`src/hdl/assert_macros.svh`:
```
// Assertion macros shared by the filter RTL.
// No dependencies; taken in by `include where assertions are written.
`ifndef ASSERT_MACROS_SVH
`define ASSERT_MACROS_SVH

// Clocked property, disabled while reset is asserted (active low).
`define WGCA_ASSERT(lbl, clk, rst_n, prop, msg) \
  lbl: assert property (@(posedge clk) disable iff (!rst_n) prop) else $error(msg);

// Clocked property checked also during reset.
`define WGCA_ASSERT_ALWAYS(lbl, clk, prop, msg) \
  lbl: assert property (@(posedge clk) prop) else $error(msg);

`endif

```
`src/hdl/wgca_pkg.sv`:
```
// Package of the window gap cluster average filter.
// Field widths, sequencer states and the cell control struct; no dependencies.
`default_nettype none

package wgca_pkg;

  localparam int SAMPLE_W   = 16;
  localparam int MEAN_W     = 24;
  localparam int COUNT_W    = 4;
  localparam int FRAC_W     = 8;
  localparam int WINDOW_DEF = 8;

  typedef enum logic [2:0] {
    ST_IDLE,
    ST_SORT,
    ST_SCAN,
    ST_PREP,
    ST_DIV,
    ST_OUT
  } state_e;

  typedef struct packed {
    logic load;
    logic sort;
    logic shift;
    logic odd;
  } cell_ctrl_t;

endpackage

`default_nettype wire

```
`src/hdl/window_gap_cluster_average_filter.sv`:
```
// Top level of the window gap cluster average filter: sample window, row of
// sorting cells, gap scan, cluster select and divider.
// Depends on wgca_pkg, wgca_cell, wgca_div and assert_macros.svh.
//
// Usage:
//  Input channel in_valid_i / in_stall_o carries sample_mm_i; an item is taken
//  on a clock edge with in_valid_i high and in_stall_o low. Output channel
//  out_valid_o / out_stall_i carries filtered_mm_q8_o and cluster_count_o.
//  One item is processed at a time. From acceptance the result passes through
//  WINDOW sort phases in the cell row, WINDOW-1 scan steps, a select step,
//  a one-bit-per-cycle divider of 24 + clog2(WINDOW) steps and the output
//  load, in that order. The divider dominates, then the sort phases of
//  the cell row. The next item is taken as soon as its result is in the
//  output register, even if that result is still stalled; a new result
//  waits in the divider until the output register is free.
//  Reset empties the pipeline and sets all window entries to zero, which
//  then take part as ordinary samples. No clearing pass is needed.
`default_nettype none

`include "assert_macros.svh"

module window_gap_cluster_average_filter #(
  parameter int WINDOW = wgca_pkg::WINDOW_DEF
) (
  input  wire logic                          clk_i,
  input  wire logic                          rst_ni,
  input  wire logic                          in_valid_i,
  output logic                               in_stall_o,
  input  wire logic [wgca_pkg::SAMPLE_W-1:0] sample_mm_i,
  output logic                               out_valid_o,
  input  wire logic                          out_stall_i,
  output logic      [wgca_pkg::MEAN_W-1:0]   filtered_mm_q8_o,
  output logic      [wgca_pkg::COUNT_W-1:0]  cluster_count_o
);

  localparam int SW    = wgca_pkg::SAMPLE_W;
  localparam int CW    = wgca_pkg::COUNT_W;
  localparam int CNT_W = $clog2(WINDOW);
  localparam int SUM_W = SW + $clog2(WINDOW);
  localparam int DVD_W = SUM_W + wgca_pkg::FRAC_W;
  localparam int HALF  = (WINDOW + 1) / 2;

  wgca_pkg::state_e     state_q, state_d;
  wgca_pkg::cell_ctrl_t cell_ctrl;

  logic [SW-1:0]    win_q [WINDOW];
  logic [SW-1:0]    win_d [WINDOW];
  logic [SW-1:0]    cell_v [WINDOW];
  logic [CNT_W-1:0] cnt_q;
  logic             accept, cnt_clr, cnt_inc, scan_en, div_start, out_load;
  logic             cnt_sort_end, cnt_scan_end;

  logic [SW-1:0]    best_q, gap;
  logic [CNT_W-1:0] idx_q;
  logic [SUM_W-1:0] pref_q, bpref_q, total_q, pref_new;
  logic             better;

  logic             lower;
  logic [SUM_W-1:0] sel_sum;
  logic [CW-1:0]    sel_cnt, clus_q;
  logic             div_done;
  logic [DVD_W-1:0] quotient;
  logic             out_valid_q;

  assign accept       = in_valid_i && !in_stall_o;
  assign cnt_sort_end = cnt_q == CNT_W'(WINDOW - 1);
  assign cnt_scan_end = cnt_q == CNT_W'(WINDOW - 2);

  // next state
  always_comb begin
    state_d = state_q;
    case (state_q)
      wgca_pkg::ST_IDLE: if (in_valid_i) state_d = wgca_pkg::ST_SORT;
      wgca_pkg::ST_SORT: if (cnt_sort_end) state_d = wgca_pkg::ST_SCAN;
      wgca_pkg::ST_SCAN: if (cnt_scan_end) state_d = wgca_pkg::ST_PREP;
      wgca_pkg::ST_PREP: state_d = wgca_pkg::ST_DIV;
      wgca_pkg::ST_DIV:  if (div_done) state_d = wgca_pkg::ST_OUT;
      wgca_pkg::ST_OUT:  if (!out_valid_q || !out_stall_i) state_d = wgca_pkg::ST_IDLE;
      default:           state_d = wgca_pkg::ST_IDLE;
    endcase
  end

  // outputs of the sequencer
  always_comb begin
    in_stall_o = 1'b1;
    cell_ctrl  = '0;
    cnt_clr    = 1'b0;
    cnt_inc    = 1'b0;
    scan_en    = 1'b0;
    div_start  = 1'b0;
    out_load   = 1'b0;
    case (state_q)
      wgca_pkg::ST_IDLE: begin
        in_stall_o     = 1'b0;
        cell_ctrl.load = in_valid_i;
        cnt_clr        = 1'b1;
      end
      wgca_pkg::ST_SORT: begin
        cell_ctrl.sort = 1'b1;
        cell_ctrl.odd  = cnt_q[0];
        cnt_clr        = cnt_sort_end;
        cnt_inc        = !cnt_sort_end;
      end
      wgca_pkg::ST_SCAN: begin
        cell_ctrl.shift = 1'b1;
        scan_en         = 1'b1;
        cnt_inc         = 1'b1;
      end
      wgca_pkg::ST_PREP: div_start = 1'b1;
      wgca_pkg::ST_DIV:  ;
      wgca_pkg::ST_OUT:  out_load = !out_valid_q || !out_stall_i;
      default:           ;
    endcase
  end

  always_ff @(posedge clk_i or negedge rst_ni) begin
    if (!rst_ni) begin
      state_q <= wgca_pkg::ST_IDLE;
      cnt_q   <= '0;
    end else begin
      state_q <= state_d;
      if (cnt_clr) begin
        cnt_q <= '0;
      end else if (cnt_inc) begin
        cnt_q <= cnt_q + 1'b1;
      end
    end
  end

  // sample window, index 0 oldest
  always_comb begin
    for (int k = 0; k < WINDOW - 1; k++) begin
      win_d[k] = win_q[k + 1];
    end
    win_d[WINDOW - 1] = sample_mm_i;
  end

  always_ff @(posedge clk_i or negedge rst_ni) begin
    if (!rst_ni) begin
      for (int k = 0; k < WINDOW; k++) begin
        win_q[k] <= '0;
      end
    end else if (accept) begin
      win_q <= win_d;
    end
  end

  // sorting row
  for (genvar i = 0; i < WINDOW; i++) begin : g_cell
    logic [SW-1:0] left_v, right_v;
    if (i == 0) begin : g_first
      assign left_v = '0;
    end else begin : g_mid_l
      assign left_v = cell_v[i - 1];
    end
    if (i == WINDOW - 1) begin : g_last
      assign right_v = '0;
    end else begin : g_mid_r
      assign right_v = cell_v[i + 1];
    end
    wgca_cell #(
      .WINDOW (WINDOW),
      .IDX    (i)
    ) u_cell (
      .clk_i      (clk_i),
      .ctrl_i     (cell_ctrl),
      .load_val_i (win_d[i]),
      .left_i     (left_v),
      .right_i    (right_v),
      .val_o      (cell_v[i])
    );
  end

  // gap scan over the sorted row as it shifts past cells 0 and 1
  always_comb begin
    gap      = cell_v[1] - cell_v[0];
    pref_new = pref_q + SUM_W'(cell_v[0]);
    better   = (cnt_q == '0) || (gap > best_q);
  end

  always_ff @(posedge clk_i) begin
    if (accept) begin
      pref_q <= '0;
    end else if (scan_en) begin
      pref_q <= pref_new;
      if (better) begin
        best_q  <= gap;
        idx_q   <= cnt_q;
        bpref_q <= pref_new;
      end
      if (cnt_scan_end) begin
        total_q <= pref_new + SUM_W'(cell_v[1]);
      end
    end
  end

  // cluster select
  always_comb begin
    lower   = ((CW + 1)'(idx_q) + 1'b1) > (CW + 1)'(HALF);
    sel_sum = lower ? bpref_q : total_q - bpref_q;
    sel_cnt = lower ? CW'(idx_q) + 1'b1 : CW'(WINDOW - 1) - CW'(idx_q);
  end

  always_ff @(posedge clk_i) begin
    if (div_start) begin
      clus_q <= sel_cnt;
    end
  end

  wgca_div #(
    .DVD_W (DVD_W)
  ) u_div (
    .clk_i      (clk_i),
    .rst_ni     (rst_ni),
    .start_i    (div_start),
    .dividend_i ({sel_sum, {wgca_pkg::FRAC_W{1'b0}}}),
    .divisor_i  (sel_cnt),
    .done_o     (div_done),
    .quotient_o (quotient)
  );

  // output register
  always_ff @(posedge clk_i or negedge rst_ni) begin
    if (!rst_ni) begin
      out_valid_q <= 1'b0;
    end else if (out_load) begin
      out_valid_q <= 1'b1;
    end else if (!out_stall_i) begin
      out_valid_q <= 1'b0;
    end
  end

  always_ff @(posedge clk_i) begin
    if (out_load) begin
      filtered_mm_q8_o <= quotient[wgca_pkg::MEAN_W-1:0];
      cluster_count_o  <= clus_q;
    end
  end

  assign out_valid_o = out_valid_q;

  `WGCA_ASSERT(a_accept_sorts, clk_i, rst_ni, accept |=> (state_q == wgca_pkg::ST_SORT), "item accepted but sort not started")
  `WGCA_ASSERT(a_scan_sorted, clk_i, rst_ni, (state_q == wgca_pkg::ST_SCAN) |-> (cell_v[0] <= cell_v[1]), "cell row not sorted during scan")
  `WGCA_ASSERT(a_div_done_state, clk_i, rst_ni, div_done |-> (state_q == wgca_pkg::ST_DIV), "divider finished outside its state")
  `WGCA_ASSERT(a_out_from_seq, clk_i, rst_ni, $rose(out_valid_o) |-> ($past(state_q) == wgca_pkg::ST_OUT), "result shown without output load")
  `WGCA_ASSERT(a_count_range, clk_i, rst_ni, out_valid_o |-> ((cluster_count_o != '0) && (cluster_count_o <= CW'(WINDOW - 1))), "cluster count out of range")

endmodule

`default_nettype wire

```
`src/hdl/wgca_cell.sv`:
```
// One cell of the sorting row: holds a sample, compare-swaps with a neighbour
// in alternating phases and shifts towards cell 0 during the gap scan.
// Depends on wgca_pkg.
`default_nettype none

module wgca_cell #(
  parameter int WINDOW = wgca_pkg::WINDOW_DEF,
  parameter int IDX    = 0
) (
  input  wire logic                         clk_i,
  input  wire wgca_pkg::cell_ctrl_t         ctrl_i,
  input  wire logic [wgca_pkg::SAMPLE_W-1:0] load_val_i,
  input  wire logic [wgca_pkg::SAMPLE_W-1:0] left_i,
  input  wire logic [wgca_pkg::SAMPLE_W-1:0] right_i,
  output logic      [wgca_pkg::SAMPLE_W-1:0] val_o
);

  localparam bit IS_ODD    = (IDX % 2) == 1;
  localparam bit HAS_LEFT  = IDX > 0;
  localparam bit HAS_RIGHT = IDX < WINDOW - 1;

  logic [wgca_pkg::SAMPLE_W-1:0] val_q, val_d;
  logic                          is_lower, is_upper;

  always_comb begin
    is_lower = (ctrl_i.odd == IS_ODD) && HAS_RIGHT;
    is_upper = (ctrl_i.odd != IS_ODD) && HAS_LEFT;
    val_d    = val_q;
    if (ctrl_i.load) begin
      val_d = load_val_i;
    end else if (ctrl_i.sort) begin
      if (is_lower && (right_i < val_q)) begin
        val_d = right_i;
      end else if (is_upper && (left_i > val_q)) begin
        val_d = left_i;
      end
    end else if (ctrl_i.shift) begin
      val_d = right_i;
    end
  end

  always_ff @(posedge clk_i) begin
    val_q <= val_d;
  end

  assign val_o = val_q;

endmodule

`default_nettype wire

```
`src/hdl/wgca_div.sv`:
```
// Restoring divider, one quotient bit per cycle, for the cluster mean.
// Depends on wgca_pkg.
`default_nettype none

module wgca_div #(
  parameter int DVD_W = wgca_pkg::SAMPLE_W + $clog2(wgca_pkg::WINDOW_DEF) + wgca_pkg::FRAC_W
) (
  input  wire logic                        clk_i,
  input  wire logic                        rst_ni,
  input  wire logic                        start_i,
  input  wire logic [DVD_W-1:0]            dividend_i,
  input  wire logic [wgca_pkg::COUNT_W-1:0] divisor_i,
  output logic                             done_o,
  output logic      [DVD_W-1:0]            quotient_o
);

  localparam int DV_W   = wgca_pkg::COUNT_W;
  localparam int STEP_W = $clog2(DVD_W);

  logic              busy_q;
  logic [STEP_W-1:0] step_q;
  logic [DV_W-1:0]   dvs_q, rem_q, rem_d;
  logic [DVD_W-1:0]  quo_q;
  logic [DV_W:0]     trial;
  logic              ge;

  always_comb begin
    trial = {rem_q, quo_q[DVD_W-1]};
    ge    = trial >= {1'b0, dvs_q};
    rem_d = ge ? DV_W'(trial - {1'b0, dvs_q}) : trial[DV_W-1:0];
  end

  assign done_o     = busy_q && (step_q == STEP_W'(DVD_W - 1));
  assign quotient_o = quo_q;

  always_ff @(posedge clk_i or negedge rst_ni) begin
    if (!rst_ni) begin
      busy_q <= 1'b0;
      step_q <= '0;
    end else if (start_i) begin
      busy_q <= 1'b1;
      step_q <= '0;
    end else if (busy_q) begin
      busy_q <= !done_o;
      step_q <= step_q + 1'b1;
    end
  end

  always_ff @(posedge clk_i) begin
    if (start_i) begin
      rem_q <= '0;
      quo_q <= dividend_i;
      dvs_q <= divisor_i;
    end else if (busy_q) begin
      rem_q <= rem_d;
      quo_q <= {quo_q[DVD_W-2:0], ge};
    end
  end

endmodule

`default_nettype wire

```
`config.mk`:
```
export PLATFORM = sky130hd
export DESIGN_NAME = window_gap_cluster_average_filter
export DESIGN_NICKNAME = d
export VERILOG_FILES = /design/src/hdl/wgca_pkg.sv /design/src/hdl/window_gap_cluster_average_filter.sv /design/src/hdl/wgca_cell.sv /design/src/hdl/wgca_div.sv
export VERILOG_INCLUDE_DIRS = /design/src /design/src/hdl
export SDC_FILE = /design/constraint.sdc
export NUM_CORES = 1
export LEC_CHECK = 0
export BUFFER_PORTS_ARGS = -buffer_cell sky130_fd_sc_hd__clkbuf_2
export CAP_MARGIN = 20
export CORE_AREA = 3 3 195 197
export DETAILED_ROUTE_END_ITERATION = 10
export DIE_AREA = 0 0 198 200
export PLACE_DENSITY_LB_ADDON = 0.3
export RECOVER_POWER = 50
export SLEW_MARGIN = 20
export SYNTH_ARGS = -nofsm -noshare
export SYNTH_HDL_FRONTEND = slang
export SYNTH_SLANG_ARGS = --single-unit
```
`constraint.sdc`:
```
create_clock -name clk_i -period 7.2 [get_ports clk_i]
set_input_delay 2.16 -clock clk_i [delete_from_list [all_inputs] [get_ports clk_i]]
set_output_delay 2.16 -clock clk_i [all_outputs]
set_load 0.005 [all_outputs]
```
==> impl_metrics.yaml <==
floorplan:
  placementRows: 70
  io_pins: 50
  core-area_mm2: 0.0364
  start_util: 0.596
  die_area_mm2: 0.0396
  fp.dieH_um: 200
  die_x_um: 198
timing:
  slew_headroom: -1.05
  finalSetupViolCount: 0
  hold_violations: 0
  final.min_clock_period_ns: 5.68
  whs_ns: 0.453
  tightest_slew_ns: 3.07
  skew_ns: 0.0127
  final.setup.tns_ns: 0
  fmax_ghz: 0.176
  finalCritPeriodShare: 0.790
  rsz0062_at_grt: "no"
  report.final.slew_viol_count: 150
cells_and_area:
  drive_gt1_frac: 0.0808
  instances_no_fill: 2708
  final_nets: 2418
  nFillCells: 2823
  utilization: 0.655
  area_growth_pct: 10.0
  diodes: 0
  regArea_mm2: 0.0108
  multi_input_area_mm2: 0.0101
synth:
  synth.most_common_cell: "nand2_1"
  ys_seq_elements: 392
  ys.flop_type: "edfxtp_1"
  synth_area_leaders: "edfxtp_1, dfrtp_1, ha_1"
  netlist_instances: 2171
  synthesis.nets: 2383
  synth_top_area_frac: 0.327
  syn_area_mm2: 0.0217
  synth-edff-count: 236
  yosysWarningCount: 0
  syn_avg_cell_area_um2: 9.99
  synth.distinct_cells: 69
  synthTopCellsByCount: "nand2_1, edfxtp_1, ha_1"
  synth_top_area_cell: "edfxtp_1"
  ys_seq_area_frac: 0.499
  ys_async_sr_fraction: 0.319
global_route:
  globalRoute.totalOverflow: 0
  antenna_found_initial: 0
  grt_usage: 0.277
  grt_pass1_vias: 16600
  grt_pass1_wl_mm: 87.4
  grt_max_degree: 79
drt:
  vias: 16800
  drt_iter0_drc: 1511
  finalWirelength_mm: 55.0
  dr.pass1.iters: 5
  ant_nets: 0
  viasPerCell: 6.20
  route.detailed.drc: 0
  wl_per_cell_um: 20.3
clock_tree:
  clkTransAtPathRegs_ns: 0.06
  clockBufferDepth: 3
  cts_setup_buffers: 0
  cts_tree: "built"
  cts_root_buf: "clkbuf_16"
  cts_made_buffers: 43
  cts_sinks: 392
  cts_resized: 0
  hold_buffers: 0
  clk_latency_ns: 0.57
  htree_levels: 2
status:
  status: "finished, violations left"
  violations: "max-capacitance violations, max-slew violations"
place:
  gp_congestion: 0.966
  hpwlAfterDp_mm: 38.8
  portBuffers: 49
  place_inst: 2628
critical_path:
  endpoint_kind: "flop"
  path_class: "in2reg"
  critPathArrivalTime_ns: 6.12
  path_max_fanout: 67
  cp.required_ns: 7.64
  critPathLaunchType: "primary input"
job:
  drv_cap: 4
hold_path:
  hp-class: "reg2reg"
-- kinds of logic after synthesis --
kind of cell | Yosys count | share of synthesized area
xor+xnor | 56 | 0.0226
buf+inv | 227 | 0.0395
mux | 29 | 0.0134
simple gates | 785 | 0.153
flops | 392 | 0.499
fa+ha+maj | 192 | 0.112
compound gates | 490 | 0.160
-- worst max-delay path, stage by stage --
cell      delay, ns
clkbuf_2       0.08
inv_1          0.08
nor2_1         0.72
clkbuf_1       2.23
nand2_1        0.46
nand2_1        0.17
o221a_2        0.19
-- cells in the final DEF (no fill, tap or decap), types with 22 or more instances in the layout --
master	count
nand2_1	536
edfxtp_1	236
ha_1	187
inv_1	139
dfrtp_1	125
a21oi_1	103
o21ai_0	99
nor2_1	84
a21o_1	55
o311ai_0	49
clkbuf_16	47
clkbuf_2	47
nand3_1	37
xnor2_1	34
o221ai_1	34
o221a_2	32
dfxtp_1	31
nand2b_1	29
nand4_1	28
mux2i_1	28
o21a_1	27
xor2_1	22
-- layer usage --
| metal | vias up | GRT usage | part of all wire |
|---|---|---|---|
| met5 | - | 0 | 0 |
| met4 | 0 | 0.104 | 0.033 |
| met3 | 137 | 0.0415 | 0.063 |
| met2 | 631 | 0.469 | 0.49 |
| met1 | 8160 | 0.366 | 0.42 |
| li1 | 7863 | - | - |
-- final timing paths --
| path | startpoint | end | slack [ns] | depth (start not counted) |
|---|---|---|---|---|
| worst max-delay path | in_valid_i | g_cell[2].u_cell.val_o[5] | 1.52 | 7 |
| worst max register to register | state_q[2] | g_cell[2].u_cell.val_o[5] | 2.23 | 6 |
| min in group asynchronous | rst_ni | out_valid_o | 1.62 | 1 |
| worst min-delay path | u_div.quotient_o[9] | filtered_mm_q8_o[9] | 0.45 | 0 |
| worst min register to register | u_div.quotient_o[9] | filtered_mm_q8_o[9] | 0.45 | 0 |
| max in group asynchronous | rst_ni | win_d[109] | 2.47 | 2 |
-- final cells by class --
class	instances	area share
flip-flops and latches	392	0.454
multi-input cells	1552	0.421
clock buffers	65	0.0550
well taps	468	0.0245
inverters	140	0.0220
repair buffers	77	0.0182
clock inverters	14	0.00487
-- sequential cells by signal, indices dropped and copies added (netlist names) --
| signal | flops |
|---|---|
| out_valid_o | 1 |
| filtered_mm_q8_o | 24 |
| u_div.step_q | 5 |
| total_q | 19 |
| cluster_count_o | 4 |
| win_d | 112 |
| best_q | 16 |
| u_div.dvs_q | 4 |
| state_q | 3 |
| pref_q | 19 |
| u_div.quotient_o | 27 |
| idx_q | 3 |
| cnt_q | 3 |
| u_div.busy_q | 1 |
| bpref_q | 19 |
| g_cell.u_cell.val_o | 128 |
| u_div.rem_q | 4 |
-- stage by stage --
step	instance area (µm²)	setup slack [ns]
global route	23900	1.29
CTS	23900	2.42
global placement	22500	2.54
finish	23900	1.52
detailed placement	22500	2.46
floorplan	21700	1.73
Power is not shown: default switching activity piles up to over one toggle a cycle in this logic, so the estimate is an artifact.
